$ cat src/qcsv_pkg.sv
// Package for the quoted CSV record parser.
// Holds the token type, parse-state and status codes, and shared constants.
// No dependencies.
`default_nettype none

package qcsv_pkg;

    localparam int QCSV_NUMBER_WIDTH = 31;
    localparam int QCSV_FIFO_DEPTH   = 2;
    localparam int QCSV_ADDR_WIDTH   = 3;
    localparam int QCSV_DATA_WIDTH   = 32;

    localparam logic [7:0] CHAR_ZERO     = 8'h30;
    localparam logic [7:0] CHAR_NINE     = 8'h39;
    localparam logic [7:0] SEP_RESET     = 8'd44;
    localparam logic [7:0] QUOTE_RESET   = 8'd34;

    localparam logic CFG_SEPARATOR = 1'b0;
    localparam logic CFG_QUOTE     = 1'b1;

    typedef enum logic [3:0] {
        ST_START  = 4'd0,
        ST_RANK   = 4'd1,
        ST_QNAME  = 4'd2,
        ST_NAME   = 4'd3,
        ST_SEP2   = 4'd4,
        ST_QPOP   = 4'd5,
        ST_POP    = 4'd6,
        ST_ACCEPT = 4'd10,
        ST_ERROR  = 4'd11
    } qcsv_state_t;

    typedef enum logic [1:0] {
        STATUS_BUSY     = 2'd0,
        STATUS_ACCEPTED = 2'd1,
        STATUS_ERROR    = 2'd2
    } qcsv_status_t;

    typedef struct packed {
        logic       line_start;
        logic       is_digit;
        logic       is_sep;
        logic       is_quote;
        logic [3:0] digit;
        logic [7:0] char_byte;
    } qcsv_token_t;

endpackage

`default_nettype wire

$ cat src/qcsv_front.sv
// Front end: configuration registers on the APB port and byte classification.
// Depends on qcsv_pkg.
`default_nettype none

module qcsv_front
    import qcsv_pkg::*;
(
    input  wire logic                       aclk,
    input  wire logic                       aresetn,
    input  wire logic                       psel,
    input  wire logic                       penable,
    input  wire logic                       pwrite,
    input  wire logic [QCSV_ADDR_WIDTH-1:0] paddr,
    input  wire logic [QCSV_DATA_WIDTH-1:0] pwdata,
    output logic      [QCSV_DATA_WIDTH-1:0] prdata,
    input  wire logic [7:0]                 in_byte,
    input  wire logic                       line_start,
    output qcsv_token_t                     token
);

    logic [7:0] sep_reg;
    logic [7:0] quote_reg;
    logic       wr_en;

    assign wr_en = psel && penable && pwrite;

    always_ff @(posedge aclk) begin
        if (!aresetn) begin
            sep_reg   <= SEP_RESET;
            quote_reg <= QUOTE_RESET;
        end else if (wr_en) begin
            if (paddr[2] == CFG_SEPARATOR) begin
                sep_reg <= pwdata[7:0];
            end else begin
                quote_reg <= pwdata[7:0];
            end
        end
    end

    always_comb begin
        if (paddr[2] == CFG_QUOTE) begin
            prdata = QCSV_DATA_WIDTH'(quote_reg);
        end else begin
            prdata = QCSV_DATA_WIDTH'(sep_reg);
        end
    end

    always_comb begin
        token.line_start = line_start;
        token.is_digit   = (in_byte inside {[CHAR_ZERO:CHAR_NINE]});
        token.is_sep     = (in_byte == sep_reg);
        token.is_quote   = (in_byte == quote_reg);
        token.digit      = 4'(in_byte - CHAR_ZERO);
        token.char_byte  = in_byte;
    end

endmodule

`default_nettype wire

$ cat src/qcsv_fifo.sv
// Short token queue between the front end and the parse engine.
// Depends on qcsv_pkg.
`default_nettype none

module qcsv_fifo
    import qcsv_pkg::*;
#(
    parameter int DEPTH = QCSV_FIFO_DEPTH
) (
    input  wire logic        aclk,
    input  wire logic        aresetn,
    input  wire logic        push,
    input  wire qcsv_token_t push_tok,
    output logic             full,
    input  wire logic        pop,
    output qcsv_token_t      pop_tok,
    output logic             empty
);

    localparam int PW = (DEPTH > 1) ? $clog2(DEPTH) : 1;
    localparam int CW = $clog2(DEPTH + 1);

    qcsv_token_t         mem_reg [DEPTH];
    logic [PW-1:0]       wr_ptr_reg;
    logic [PW-1:0]       rd_ptr_reg;
    logic [CW-1:0]       count_reg;
    logic                do_push;
    logic                do_pop;

    assign full    = (count_reg == CW'(DEPTH));
    assign empty   = (count_reg == '0);
    assign do_push = push && !full;
    assign do_pop  = pop && !empty;
    assign pop_tok = mem_reg[rd_ptr_reg];

    always_ff @(posedge aclk) begin
        if (do_push) begin
            mem_reg[wr_ptr_reg] <= push_tok;
        end
    end

    always_ff @(posedge aclk) begin
        if (!aresetn) begin
            wr_ptr_reg <= '0;
            rd_ptr_reg <= '0;
            count_reg  <= '0;
        end else begin
            if (do_push) begin
                wr_ptr_reg <= (wr_ptr_reg == PW'(DEPTH - 1)) ? '0 : wr_ptr_reg + 1'b1;
            end
            if (do_pop) begin
                rd_ptr_reg <= (rd_ptr_reg == PW'(DEPTH - 1)) ? '0 : rd_ptr_reg + 1'b1;
            end
            if (do_push && !do_pop) begin
                count_reg <= count_reg + 1'b1;
            end else if (do_pop && !do_push) begin
                count_reg <= count_reg - 1'b1;
            end
        end
    end

endmodule

`default_nettype wire

$ cat src/qcsv_back.sv
// Parse engine: record state machine, saturating decimal accumulator and
// result register. Depends on qcsv_pkg.
`default_nettype none

module qcsv_back
    import qcsv_pkg::*;
#(
    parameter int NUMBER_WIDTH = QCSV_NUMBER_WIDTH
) (
    input  wire logic                    aclk,
    input  wire logic                    aresetn,
    input  wire logic                    tok_avail,
    input  wire qcsv_token_t             tok,
    output logic                         tok_pop,
    output logic                         m_valid,
    input  wire logic                    m_ready,
    output logic [1:0]                   m_status,
    output logic [7:0]                   m_name_byte,
    output logic                         m_name_valid,
    output logic                         m_name_end,
    output logic [NUMBER_WIDTH-1:0]      m_rank_value,
    output logic                         m_rank_valid,
    output logic [NUMBER_WIDTH-1:0]      m_population_value,
    output logic                         m_population_valid
);

    localparam int SW = NUMBER_WIDTH + 4;
    localparam logic [NUMBER_WIDTH-1:0] ACC_MAX = '1;

    qcsv_state_t              state_reg, state_next;
    logic [NUMBER_WIDTH-1:0]  acc_reg, acc_next;
    logic [NUMBER_WIDTH-1:0]  acc_cur;
    qcsv_state_t              state_cur;
    logic [SW-1:0]            acc_ext;
    logic [SW-1:0]            acc_sum;
    logic [NUMBER_WIDTH-1:0]  acc_dig;

    logic                     out_valid_reg;
    qcsv_status_t             status_reg, status_next;
    logic [7:0]               name_byte_reg, name_byte_next;
    logic                     name_valid_reg, name_valid_next;
    logic                     name_end_reg, name_end_next;
    logic [NUMBER_WIDTH-1:0]  rank_value_reg, rank_value_next;
    logic                     rank_valid_reg, rank_valid_next;
    logic [NUMBER_WIDTH-1:0]  pop_value_reg, pop_value_next;
    logic                     pop_valid_reg, pop_valid_next;

    assign tok_pop = tok_avail && (!out_valid_reg || m_ready);

    always_comb begin
        state_cur = tok.line_start ? ST_START : state_reg;
        acc_cur   = tok.line_start ? '0 : acc_reg;
        acc_ext   = SW'(acc_cur);
        acc_sum   = (acc_ext << 3) + (acc_ext << 1) + SW'(tok.digit);
        acc_dig   = (acc_sum[SW-1:NUMBER_WIDTH] != '0) ? ACC_MAX
                                                      : acc_sum[NUMBER_WIDTH-1:0];
    end

    always_comb begin
        state_next      = state_cur;
        acc_next        = acc_cur;
        name_byte_next  = '0;
        name_valid_next = 1'b0;
        name_end_next   = 1'b0;
        rank_value_next = '0;
        rank_valid_next = 1'b0;
        pop_value_next  = '0;
        pop_valid_next  = 1'b0;
        case (state_cur)
            ST_START: begin
                if (tok.is_digit) begin
                    acc_next   = acc_dig;
                    state_next = ST_RANK;
                end else begin
                    state_next = ST_ERROR;
                end
            end
            ST_RANK: begin
                if (tok.is_digit) begin
                    acc_next = acc_dig;
                end else if (tok.is_sep) begin
                    rank_value_next = acc_cur;
                    rank_valid_next = 1'b1;
                    acc_next        = '0;
                    state_next      = ST_QNAME;
                end else begin
                    state_next = ST_ERROR;
                end
            end
            ST_QNAME: begin
                state_next = tok.is_quote ? ST_NAME : ST_ERROR;
            end
            ST_NAME: begin
                if (tok.is_quote) begin
                    name_end_next = 1'b1;
                    state_next    = ST_SEP2;
                end else begin
                    name_byte_next  = tok.char_byte;
                    name_valid_next = 1'b1;
                end
            end
            ST_SEP2: begin
                state_next = tok.is_sep ? ST_QPOP : ST_ERROR;
            end
            ST_QPOP: begin
                state_next = tok.is_quote ? ST_POP : ST_ERROR;
            end
            ST_POP: begin
                if (tok.is_digit) begin
                    acc_next = acc_dig;
                end else if (tok.is_sep) begin
                    acc_next = acc_cur;
                end else if (tok.is_quote) begin
                    pop_value_next = acc_cur;
                    pop_valid_next = 1'b1;
                    acc_next       = '0;
                    state_next     = ST_ACCEPT;
                end
            end
            ST_ACCEPT: begin
                state_next = ST_ACCEPT;
            end
            default: begin
                state_next = ST_ERROR;
            end
        endcase
        case (state_next)
            ST_ACCEPT: status_next = STATUS_ACCEPTED;
            ST_ERROR:  status_next = STATUS_ERROR;
            default:   status_next = STATUS_BUSY;
        endcase
    end

    always_ff @(posedge aclk) begin
        if (!aresetn) begin
            state_reg     <= ST_START;
            acc_reg       <= '0;
            out_valid_reg <= 1'b0;
        end else begin
            if (tok_pop) begin
                state_reg     <= state_next;
                acc_reg       <= acc_next;
                out_valid_reg <= 1'b1;
            end else if (m_ready) begin
                out_valid_reg <= 1'b0;
            end
        end
    end

    always_ff @(posedge aclk) begin
        if (tok_pop) begin
            status_reg     <= status_next;
            name_byte_reg  <= name_byte_next;
            name_valid_reg <= name_valid_next;
            name_end_reg   <= name_end_next;
            rank_value_reg <= rank_value_next;
            rank_valid_reg <= rank_valid_next;
            pop_value_reg  <= pop_value_next;
            pop_valid_reg  <= pop_valid_next;
        end
    end

    assign m_valid            = out_valid_reg;
    assign m_status           = status_reg;
    assign m_name_byte        = name_byte_reg;
    assign m_name_valid       = name_valid_reg;
    assign m_name_end         = name_end_reg;
    assign m_rank_value       = rank_value_reg;
    assign m_rank_valid       = rank_valid_reg;
    assign m_population_value = pop_value_reg;
    assign m_population_valid = pop_valid_reg;

endmodule

`default_nettype wire

$ cat src/quoted_csv_record_parser.sv
// Channel   | Direction | Handshake            | Payload
// s_        | in        | s_valid / s_ready    | s_in_byte, s_line_start
// m_        | out       | m_valid / m_ready    | status, name, rank, population
// apb       | in        | psel, penable, pwrite| paddr, pwdata -> prdata, pready
//
// One byte per clock sustained while m_ready is held high; each transaction's result
// is registered first in the queue, then by an engine step into the result register.
// The token queue holds two entries, so input and output stall independently.
// aresetn is synchronous; it restores the comma and double-quote characters
// and returns the parser to its start state.
// Top level of the quoted CSV record parser. Depends on qcsv_pkg, qcsv_front,
// qcsv_fifo and qcsv_back.
`default_nettype none

module quoted_csv_record_parser
    import qcsv_pkg::*;
#(
    parameter int NUMBER_WIDTH = QCSV_NUMBER_WIDTH,
    parameter int FIFO_DEPTH   = QCSV_FIFO_DEPTH
) (
    input  wire logic                       aclk,
    input  wire logic                       aresetn,
    input  wire logic                       psel,
    input  wire logic                       penable,
    input  wire logic                       pwrite,
    input  wire logic [QCSV_ADDR_WIDTH-1:0] paddr,
    input  wire logic [QCSV_DATA_WIDTH-1:0] pwdata,
    output logic      [QCSV_DATA_WIDTH-1:0] prdata,
    output logic                            pready,
    input  wire logic                       s_valid,
    output logic                            s_ready,
    input  wire logic [7:0]                 s_in_byte,
    input  wire logic                       s_line_start,
    output logic                            m_valid,
    input  wire logic                       m_ready,
    output logic [1:0]                      m_status,
    output logic [7:0]                      m_name_byte,
    output logic                            m_name_valid,
    output logic                            m_name_end,
    output logic [NUMBER_WIDTH-1:0]         m_rank_value,
    output logic                            m_rank_valid,
    output logic [NUMBER_WIDTH-1:0]         m_population_value,
    output logic                            m_population_valid
);

    qcsv_token_t in_tok;
    qcsv_token_t q_tok;
    logic        q_full;
    logic        q_empty;
    logic        q_pop;

    assign pready  = 1'b1;
    assign s_ready = !q_full;

    qcsv_front u_front (
        .aclk       (aclk),
        .aresetn    (aresetn),
        .psel       (psel),
        .penable    (penable),
        .pwrite     (pwrite),
        .paddr      (paddr),
        .pwdata     (pwdata),
        .prdata     (prdata),
        .in_byte    (s_in_byte),
        .line_start (s_line_start),
        .token      (in_tok)
    );

    qcsv_fifo #(
        .DEPTH (FIFO_DEPTH)
    ) u_fifo (
        .aclk     (aclk),
        .aresetn  (aresetn),
        .push     (s_valid),
        .push_tok (in_tok),
        .full     (q_full),
        .pop      (q_pop),
        .pop_tok  (q_tok),
        .empty    (q_empty)
    );

    qcsv_back #(
        .NUMBER_WIDTH (NUMBER_WIDTH)
    ) u_back (
        .aclk               (aclk),
        .aresetn            (aresetn),
        .tok_avail          (!q_empty),
        .tok                (q_tok),
        .tok_pop            (q_pop),
        .m_valid            (m_valid),
        .m_ready            (m_ready),
        .m_status           (m_status),
        .m_name_byte        (m_name_byte),
        .m_name_valid       (m_name_valid),
        .m_name_end         (m_name_end),
        .m_rank_value       (m_rank_value),
        .m_rank_valid       (m_rank_valid),
        .m_population_value (m_population_value),
        .m_population_valid (m_population_valid)
    );

endmodule

`default_nettype wire

$ cat config.mk
export PLATFORM = sky130hd
export DESIGN_NAME = quoted_csv_record_parser
export DESIGN_NICKNAME = d
export VERILOG_FILES = /design/src/qcsv_pkg.sv /design/src/qcsv_front.sv /design/src/qcsv_fifo.sv /design/src/qcsv_back.sv /design/src/quoted_csv_record_parser.sv
export SDC_FILE = /design/constraint.sdc
export NUM_CORES = 1
export LEC_CHECK = 0
export ABC_AREA = 1
export BUFFER_PORTS_ARGS = -buffer_cell sky130_fd_sc_hd__buf_2
export CAP_MARGIN = 20
export CORE_UTILIZATION = 58
export DETAILED_ROUTE_END_ITERATION = 10
export PLACE_DENSITY_LB_ADDON = 0.12
export SLEW_MARGIN = 30
export SYNTH_ARGS = -nofsm -noshare
export SYNTH_HDL_FRONTEND = slang
export SYNTH_SLANG_ARGS = --single-unit
$ cat constraint.sdc
create_clock -name aclk -period 3.8 [get_ports aclk]
set_input_delay 0 -clock aclk [delete_from_list [all_inputs] [get_ports aclk]]
set_output_delay 0 -clock aclk [all_outputs]
set_load 0.05 [all_outputs]
-- Word level (Yosys, flattened, before mapping)
Memory sizes are Yosys's and may differ from the RTL's. A register that Yosys moved wholly into a read port is not among the register bits.
Cells that the tools add are included.
- RAM bits: 32
- logic and storage cells: 106
- register bits after elaboration: 132
- memories kept: 1
- add/sub/neg operators: 7
- reduce and logical (&&, ||, !) cells: 26
- order comparisons: 2
- equality and inequality tests: 12
- muxes and demuxes: 36
- bitwise logic cells: 6
- memories (name ; words ; width ; rd ports ; clocked after memory_dff ; wr ports ; line ; source):
    u_fifo.mem_reg ; 2 ; 16 ; 1 ; 1 ; 1 ; qcsv_fifo.sv:23 ; qcsv_token_t mem_reg [DEPTH];
- operators with widths (operator ; number):
    $mux W31 ; 8
    $pmux W31 S3 ; 1
    $mux W4 ; 11
    $add A34 B32 Y35 ; 1
    $add A35 B4 Y35 ; 1
    $pmux W4 S8 ; 1
    $eq A8 B8 Y1 ; 2
    $eq A4 B3 Y1 const B ; 3
    $eq A4 B4 Y1 const B ; 3
    $mux W1 ; 11
    $eq A4 B2 Y1 const B ; 2
    $ge A8 B6 Y1 const B ; 1
    $le A8 B6 Y1 const B ; 1
    $logic_and A1 B1 Y1 ; 8
    $mux W8 ; 1
    $not A1 Y1 ; 6
    $reduce_or A3 Y1 ; 2
    $logic_not A1 Y1 ; 5
    $eq A4 B1 Y1 const B ; 1
    $logic_not A4 Y1 ; 1
    $mux W2 ; 2
    $pmux W2 S2 ; 1
    $reduce_and A2 Y1 ; 2
    $reduce_bool A2 Y1 ; 2
    other kinds (10) ; 12

-- Longest topological paths before layout
Gate-level depths: netlist of the first run.
- word-level depth: 7
- mapped depth: 27
- gate-level depth less buffers: 24

-- By module
Synthesis of the first run repeated with hierarchy kept, for this count alone.
- cells, all modules: 1458
- area total of the unflattened synthesis: 10832.9 um^2
- by module, submodules not included (module ; cells each ; seq. area each (um^2) ; area an instance (um^2) ; times used):
    qcsv_back ; 1129 ; 3002.9 ; 7965.1 ; 1
    qcsv_fifo ; 88 ; 1061.0 ; 1455.1 ; 1
    qcsv_front ; 237 ; 320.3 ; 1393.8 ; 1
    quoted_csv_record_parser ; 4 ; 0.0 ; 18.8 ; 1

-- Least setup slack after synthesis of the first run
No wires, ideal clock.
- kind: flip-flop to flip-flop
- start point: register u_back.out_valid_reg (netlist: u_back.m_valid)
- end point: register u_back.acc_reg[28]
- cell stages (with the launch flop): 7
- arrival time: 3640 ps
- path slack: 81 ps
- path buffers: 1
- library setup time: 79 ps
- data required time: 3721 ps
- cell sequence: dfxtp_1 > inv_1 > nor2_1 > a21oi_1 > clkbuf_1 > o21ai_0 > a21oi_1
- cells in the longest elaborated chain, start to end: 3
- ends and longest elaborated chain (what ; line ; source):
    start, declared ; qcsv_back.sv:38 ; logic out_valid_reg;
    start signal, assigned ; qcsv_back.sv:138 ; out_valid_reg <= 1'b0;
    start signal, assigned ; qcsv_back.sv:143 ; out_valid_reg <= 1'b1;
    start signal, assigned ; qcsv_back.sv:145 ; out_valid_reg <= 1'b0;
    $logic_not A1 Y1 ; qcsv_back.sv:48 ; assign tok_pop = tok_avail && (!out_valid_reg || m_ready);
    $logic_or A1 B1 Y1 ; qcsv_back.sv:48 ;
    $logic_and A1 B1 Y1 ; qcsv_back.sv:48 ;
    net q_pop ; quoted_csv_record_parser.sv:50 ; logic q_pop;
    end signal, assigned ; qcsv_back.sv:142 ; acc_reg <= acc_next;
    end, declared ; qcsv_back.sv:31 ; logic [NUMBER_WIDTH-1:0] acc_reg, acc_next;
The timed path passes the listed nets, and every way through them passes these cells.
A chain may end at the register's enable or synchronous reset.

==> results of run 1 <==
==> power by group <==
part	internal [W]	switching, W
Sequential	0.00248	0.000189
Combinational	0.00136	0.00373
Clock	0.000928	0.000784
Total	0.00477	0.00471
==> kinds of logic after synthesis <==
group | after synthesis | share of synthesized area
and+or+nand+nor | 597 | 0.249
AOI/OAI and AO/OA | 200 | 0.102
muxes | 2 | 0.00234
xor gates and xnor gates | 31 | 0.0267
DFF | 157 | 0.408
other | 2 | 0.000740
buffers and inverters | 308 | 0.131
adders and majority gates | 64 | 0.0796
==> metal layers <==
layer  vias up  share of wire  global-route usage
li1       4509              -                   -
met1      3978           0.45               0.359
met2       255           0.48               0.475
met3        33          0.050              0.0401
met4         0          0.020              0.0836
met5         -              0                   0
==> area by class of cell <==
type / instances / area, um2
multi-input cells: 919 / 4790
inverters: 242 / 913
flip-flops and latches: 157 / 4150
clock inverters: 15 / 151
clock buffers: 17 / 425
well taps: 225 / 282
repair buffers: 142 / 898
fillers: 1507 / 5570
==> worst max-delay path, cell delays in order, from the launching register on <==
cell      delay [ns]
dfxtp_2         0.39
inv_4           0.08
nand2_4         0.08
nand2_8         0.07
inv_4           0.09
buf_12          0.15
nand2_1         0.13
inv_1           0.14
ha_1            0.24
ha_1            0.22
fa_1            0.41
nand2_1         0.07
nand2_1         0.07
nand3b_1        0.08
nand2_1         0.10
nand2_1         0.08
nand2_1         0.12
nand2_1         0.11
nand2_1         0.06
nand2_1         0.05
nand2_1         0.06
nor2_2          0.12
buf_12          0.21
nand3_1         0.11
nand2_1         0.07
a21oi_1         0.05
==> worst paths after layout <==
kind,startpoint,endpoint,slack (ns)
max,register,u_back.acc_reg[7]$_SDFFE_PN0P_,0.31
min,penable,u_front.quote_reg[1]$_SDFFE_PN1P_,0.06
max reg2reg,register,u_back.acc_reg[7]$_SDFFE_PN0P_,0.31
min reg2reg,u_fifo.rd_ptr_reg$_SDFFE_PN0P_,u_fifo.rd_ptr_reg$_SDFFE_PN0P_,0.48
==> stage by stage <==
step | utilization | power [W] | setup slack [ns] | cell area, um2 | cells
after global placement | 0.631 | 0.00767 | 0.329 | 10800 | 1667
after CTS | 0.675 | 0.00949 | 0.198 | 11600 | 1717
after detailed placement | 0.631 | 0.00776 | 0.251 | 10800 | 1667
after global routing | 0.676 | 0.0101 | 0.0336 | 11600 | 1717
after floorplan | - | 0.00676 | 0.0808 | 10200 | 1384
final | 0.676 | 0.00948 | 0.308 | 11600 | 1717
==> cells in the final DEF (no fill, tap or decap), types with 25 or more instances in the layout <==
cell type,count
nor2_1,149
nand3_1,72
inv_1,199
nand2_1,322
buf_2,110
o21ai_0,88
clkinv_1,38
conb_1,25
dfxtp_1,56
o21ai_1,31
a21oi_1,65
edfxtp_1,100
ha_1,63
==> repair_timing <==
item                                    CTS  global route
endpoints found under the hold margin    37             0
resized for setup                         0             2
hold buffers                             18             0
endpoints found under the setup margin    0            31
==> impl_metrics.toml, run 1 <==
[sta]
slew_headroom = 0.366
tns_ns = 0
fin_crit_ns = 3.49
rsz0062_at_grt = "false"
hold_viol_final = 0
max_freq_mhz = 286
fin_crit_sh = 0.919
hold_ws_ns = 0.0564
finClkSkew_ns = 0.0104
setup_viol = 0
maxSlewViolCount = 0
tightest_slew_ns = 0.951

[grt]
antenna_found_initial = 0
grt_usage = 0.276
grt_pass1_vias = 8266
grt-ovfl-total = 0
grt_pass1_wl_mm = 39.7
grt_max_degree = 147

[floorplan]
dieHeight_um = 134
core-area_um2 = 17200
die_w_um = 134
die_area_um2 = 18000
start_util = 0.591
io-pin-count = 162
placementRows = 48

[worst_hold_path]
hold_class = "in -> reg"
hold_depth = 5

[logic_synthesis]
ys_seq_elements = 157
netlist_top_cells_area = "edfxtp_1, nand2_1, dfxtp_1"
synth.most_common_cell = "nand2_1"
ys.flop_type = "edfxtp_1"
yosysUniqueCellTypes = 45
netlist.top_cell.by_area = "edfxtp_1"
synthTopCellsByCount = "nand2_1, inv_1, nor2_1, edfxtp_1, o21ai_0"
yosysSeqAreaShare = 0.408
async_flop_share = 0
synth_edf_count = 100
postSynthCellCount = 1361
yosysTopAreaCellShare = 0.296
yosysWarnings = 0
netlist_area_um2 = 10200
syn_area_per_cell_um2 = 7.46

[final_layout]
area_growth_syn_to_layout_pct = 14.3
layout-drive-gt1-share = 0.132
antenna_cells = 0
nets = 1594

[placed_design]
dp_hpwl_mm = 17.0
port_buffers = 110
globalplace.congestion = 0.900

[critical_path]
critical_path_class = "reg -> reg"
crit_path_end_kind = "register"
rr_worst_depth = 25
worstPathRequired_ns = 4.12
arrival_ns = 3.81
crit_path_max_fanout = 31
worstSetupStartpointType = "register"

[clock_tree]
root_buffer = "clkbuf_16"
post_cts_buffers = 0
cts_tree = "done"
cts_max_level = 4
clk_latency_ns = 0.43
clockBufferDepth = 2
numCtsBuffers = 17
cts.clk_slew.worst_paths_ns = 0.07
cts.sinks = 157

[route]
first_pass_iters = 6
ant_nets = 0
viasPerCell = 5.11
wirelength_mm = 24.0
wire_per_inst_um = 14.0
drcViolationCount = 0
drt_iter0_markers = 589
dr_total_vias = 8775

[run_status]
outcome = "finished clean"

[power_and_ir_drop]
p_leak_nw = 5.88
powerDensity_nw_per_um2 = 817
irDropWorstVdd_v = 0.000663

[run]
cap_violations = 0
Note: power is estimated with default switching activity, not from simulation.
==> inputs of run 2 (changes only) <==
--- a/config.mk
+++ b/config.mk
@@ -6,10 +6,10 @@
 export NUM_CORES = 1
 export LEC_CHECK = 0
 export ABC_AREA = 1
-export BUFFER_PORTS_ARGS = -buffer_cell sky130_fd_sc_hd__buf_2
 export CAP_MARGIN = 20
-export CORE_UTILIZATION = 58
+export CORE_UTILIZATION = 59
 export DETAILED_ROUTE_END_ITERATION = 10
+export DONT_BUFFER_PORTS = 1
 export PLACE_DENSITY_LB_ADDON = 0.12
 export SLEW_MARGIN = 30
 export SYNTH_ARGS = -nofsm -noshare
==> run 2 against run 1 <==
Against the previous run: power fell by 3.6%; clock skew increased by 0.0023 ns; utilization down 0.62 points; clock power barely moved; via count is 3.5% lower; register-to-register slack worse by 0.04 ns; die area down 1.7%; critical path type unchanged; largest power group is now registers.
==> impl_metrics.toml, run 2 (synthesized netlist as in run 1, its figures left out) <==
[run_status]
outcome = "finished clean"

[clock_tree]
cts_tree = "done"
numCtsBuffers = 17
cts.clk_slew.worst_paths_ns = 0.07
cts.sinks = 157
root_buffer = "clkbuf_16"
cts_max_level = 4
clk_latency_ns = 0.43
clockBufferDepth = 2
post_cts_buffers = 0

[sta]
hold_viol_final = 0
max_freq_mhz = 283
tns_ns = 0
rsz0062_at_grt = "false"
fin_ws_ns = 0.263
slew_headroom = 0.467
tightest_slew_ns = 0.799
finClkSkew_ns = 0.0127
fin_crit_ns = 3.54
maxSlewViolCount = 0
setup_viol = 0
fin_crit_sh = 0.931
hold_ws_ns = 0.00458

[power_and_ir_drop]
irDropWorstVdd_v = 0.000602
powerDensity_nw_per_um2 = 817
p_leak_nw = 5.46

[critical_path]
rr_worst_depth = 24
arrival_ns = 3.84
crit_path_max_fanout = 31
crit_path_end_kind = "register"
worstPathRequired_ns = 4.11
critical_path_class = "reg -> reg"
worstSetupStartpointType = "register"

[grt]
grt_pass1_vias = 8030
grt_usage = 0.277
antenna_found_initial = 0
grt-ovfl-total = 0
grt_pass1_wl_mm = 39.0
grt_max_degree = 78

[final_layout]
final_core_util = 0.670
fill_cells = 1466
seqCellArea_um2 = 4150
nets = 1498
layout_commonest_cell = "nand2_1"
antenna_cells = 0
area_growth_syn_to_layout_pct = 10.1
mostFrequentLayoutCells = "nand2_1, inv_1, nor2_1, edfxtp_1, o21ai_0"
multi_input_area_um2 = 4800
layout-drive-gt1-share = 0.0652
final_cells = 1616

[run]
cap_violations = 0

[placed_design]
dp.cells = 1551
port_buffers = 0
dp_hpwl_mm = 17.0
place_ws_ns = 0.202
globalplace.congestion = 0.926

[route]
drcViolationCount = 0
viasPerCell = 5.24
first_pass_iters = 5
dr_total_vias = 8467
ant_nets = 0
drt_iter0_markers = 565
wirelength_mm = 23.9
wire_per_inst_um = 14.8

[floorplan]
die_area_um2 = 17700
core-area_um2 = 16700
placementRows = 47
dieHeight_um = 133
die_w_um = 133
start_util = 0.608
io-pin-count = 162

[worst_hold_path]
hold_class = "in -> reg"
hold_depth = 4
[run 2: cell types whose count changed in the layout (fill, tap and decap cells not counted), moves of 2 or more]
cell / before / now
inv_4: 2 / 5
dlygate4sd3_1: 18 / 32
o21ai_0: 88 / 86
inv_8: 6 / 3
clkinvlp_4: 2 / 0
inv_6: 2 / 5
buf_2: 110 / 0
clkinv_1: 38 / 36
o21ai_2: 2 / 4
[run 2: power by group]
part / internal, W / total (W) / switching, W
combinational: 0.00109 / 0.00344 / 0.00235
clock: 0.000905 / 0.00168 / 0.000771
sequential: 0.00253 / 0.00402 / 0.00150
total: 0.00452 / 0.00914 / 0.00461
[run 2: worst paths after layout]
kind | from | end | slack (ns)
min reg2reg | u_fifo.rd_ptr_reg$_SDFFE_PN0P_ | register | 0.46
min | penable | u_front.quote_reg[0]$_SDFFE_PN0P_ | 0.005
max reg2reg | register | u_back.acc_reg[9]$_SDFFE_PN0P_ | 0.26
max | register | u_back.acc_reg[9]$_SDFFE_PN0P_ | 0.26
[run 2: area by class of cell]
class,count,share of cell area
multi-input cells,919,0.429
flip-flops and latches,157,0.371
inverters,242,0.0817
repair buffers,46,0.0425
clock buffers,19,0.0406
well taps,220,0.0246
clock inverters,13,0.0105
[run 2: through the flow]
stage	instance area, um2	total power, W
2_1_floorplan	10200	0.00676
3_3_place_gp	10200	0.00732
3_5_place_dp	10300	0.00741
4_1_cts	11200	0.00916
5_1_grt	11200	0.00974
6_report	11200	0.00914
[run 2: repair_timing]
item                       4_1_cts  5_1_grt
setup endpoints to repair        0       31
hold buffers                    33        0
resized for setup                0        3
hold endpoints to repair        81        0
[run 2: critical path, cell delays in order (launching register included)]
cell and delay, ns:
dfxtp_2 0.39, inv_4 0.08, nand2_4 0.08, nand2_8 0.08
inv_4 0.18, buf_12 0.18, nand2_1 0.13, inv_1 0.14
ha_1 0.25, ha_1 0.36, nand2_1 0.11, inv_1 0.06
nand2_1 0.11, inv_1 0.08, a21oi_1 0.19, nand2_2 0.12
nand2_2 0.10, nand2_1 0.06, nand2_1 0.06, nand2_1 0.06
nor2_2 0.15, buf_12 0.20, nand3_1 0.10, nand2_1 0.08
a21oi_1 0.06
[run 2: metal layers]
layer / track usage / share of wire / vias up / wire length, um
met5: 0 / 0 / - / 0
li1: - / - / 4337 / -
met2: 0.477 / 0.48 / 233 / 11400
met3: 0.0510 / 0.046 / 32 / 1110
met4: 0.0846 / 0.020 / 0 / 482
met1: 0.352 / 0.45 / 3865 / 10900
==> inputs of run 3 (changes only) <==
--- a/config.mk
+++ b/config.mk
@@ -8,6 +8,7 @@
 export ABC_AREA = 1
 export CAP_MARGIN = 20
 export CORE_UTILIZATION = 59
+export CTS_BUF_LIST = sky130_fd_sc_hd__clkbuf_2
 export DETAILED_ROUTE_END_ITERATION = 10
 export DONT_BUFFER_PORTS = 1
 export PLACE_DENSITY_LB_ADDON = 0.12
==> run 3 against run 2 <==
Against the previous run: routed wire length rose by 0.49%; critical path type unchanged; die area stayed put; clock power down 43%; clock skew up 0.065 ns; cell count up 0.93%.
==> impl_metrics.toml, run 3 (synthesized netlist as in run 1, its figures left out) <==
[run_status]
outcome = "finished clean"

[route]
drt_iter0_markers = 495
viasPerCell = 5.25
wire_per_inst_um = 14.7
drcViolationCount = 0
wirelength_mm = 24.0
dr_total_vias = 8561
first_pass_iters = 5
ant_nets = 0

[clock_tree]
cts_max_level = 4
cts.clk_slew.worst_paths_ns = 0.24
clockBufferDepth = 2
numCtsBuffers = 17
cts_tree = "done"
clk_latency_ns = 0.76
root_buffer = "clkbuf_2"
cts.sinks = 157

[grt]
antenna_found_initial = 1
grt-ovfl-total = 0
grt_usage = 0.277
grt_max_degree = 78
grt_pass1_vias = 8061
grt_pass1_wl_mm = 39.2

[floorplan]
io-pin-count = 162
die_area_um2 = 17700
dieHeight_um = 133
core-area_um2 = 16700
die_w_um = 133
start_util = 0.608
placementRows = 47

[worst_hold_path]
hold_class = "in -> reg"

[final_layout]
area_growth_syn_to_layout_pct = 8.22
mostFrequentLayoutCells = "nand2_1, inv_1, nor2_1, edfxtp_1, o21ai_0"
layout-drive-gt1-share = 0.0638
nets = 1512
layout_commonest_cell = "nand2_1"
final_cells = 1631
final_core_util = 0.658

[power_and_ir_drop]
switchingPower_w = 0.00451
powerDensity_nw_per_um2 = 765
power.share.switching = 0.537
p_total_w = 0.00840
p_int_w = 0.00389
combPwrFrac = 0.410
p_seq_frac = 0.477
irDropWorstVdd_v = 0.000574
clkPwrFrac = 0.113
p_leak_nw = 5.40

[placed_design]
dp_hpwl_mm = 17.0
port_buffers = 0
globalplace.congestion = 0.926
dp.cells = 1551

[sta]
slew_headroom = 0.307
rsz0062_at_grt = "false"
maxSlewViolCount = 0
setup_viol = 0
tightest_slew_ns = 1.03
fin_crit_sh = 0.915
finClkSkew_ns = 0.0775
hold_viol_final = 0
hold_ws_ns = 0.108
fin_crit_ns = 3.48
max_freq_mhz = 288
tns_ns = 0

[critical_path]
cp_num_buf_inv = 7
worstPathRequired_ns = 4.43
cp_slowest_cell = "dfxtp_4"
timing.rr.end = "u_back.acc_reg[9]$_SDFFE_PN0P_"
crit_path_max_fanout = 31
arrival_ns = 4.11
rr_worst_depth = 24
critical_path_class = "reg -> reg"
critPathMaxStageDelay_ns = 0.44
path_depth = 24
crit_family = "simple AND/OR/NAND/NOR gates"
cpMostUsedCell = "nand2_1"
crit_end = "u_back.acc_reg[9]$_SDFFE_PN0P_"
rrSetupSlack_ns = 0.32
worstSetupStartpointType = "register"
crit_path_end_kind = "register"
cp_cell_sequence = "inv_4 > nand2_4 > nand2_8 > inv_6 > buf_12 > nand2_1 > inv_1 > ha_1 > ha_1 > nand2_1 > inv_1 > nand2_1 > inv_1 > a21oi_1 > nand2_2 > nand2_2 > nand2_1 > nand2_1 > nand2_1 > nor2_2 > buf_12 > nand3_1 > nand2_1 > a21oi_1"

[run]
cap_violations = 0
-- run 3: how the worst min path moves through the flow --
stage | from | endpoint | slack, ns | depth (start not counted)
after floorplan | s_in_byte[2] | u_fifo.mem_reg[0][10]$_DFFE_PP_ | 0.1 | 0
after global placement | aresetn | u_front.sep_reg[2]$_SDFFE_PN1P_ | 0.09 | 1
after detailed placement | aresetn | u_front.quote_reg[5]$_SDFFE_PN1P_ | 0.09 | 1
after CTS | s_in_byte[5] | u_fifo.mem_reg[1][5]$_DFFE_PP_ | 0.04 | 1
after global routing | s_in_byte[4] | u_fifo.mem_reg[0][4]$_DFFE_PP_ | 0.01 | 1
final | s_in_byte[5] | u_fifo.mem_reg[1][5]$_DFFE_PP_ | 0.11 | 1
-- run 3: cell type report --
type / instances / area (um2)
clock buffers: 18 / 90.1
multi-input cells: 919 / 4790
well taps: 220 / 275
flip-flops and latches: 157 / 4150
fillers: 1491 / 5710
inverters: 242 / 916
clock inverters: 14 / 148
diodes: 1 / 2.50
repair buffers: 60 / 616
-- run 3: timing repair --
action | CTS | global route
endpoints found under the hold margin | 105 | 0
buffers inserted | 0 | 0
hold buffers | 47 | 0
resized for setup | 0 | 5
setup endpoints to repair | 0 | 31
-- run 3: power by group through the flow --
stage	logic [W]	clock network [W]	registers (W)
after global routing	0.00391	0.00103	0.00407
final	0.00344	0.000950	0.00401
after global placement	0.00329	0	0.00403
after CTS	0.00343	0.000975	0.00401
after detailed placement	0.00336	0	0.00405
after floorplan	0.00276	0	0.00400
-- run 3: per-layer routing --
layer,share of wire,track usage,vias to the layer above
met5,0,0,-
met3,0.048,0.0479,28
met2,0.48,0.479,267
met4,0.017,0.0802,0
met1,0.46,0.355,3899
li1,-,-,4367
-- run 3: metrics by stage --
step	setup slack (ns)	instance area, um2
after detailed placement	0.202	10300
final	0.323	11000
after global placement	0.202	10200
after global routing	0.0192	11000
after floorplan	0.0808	10200
after CTS	0.168	11000
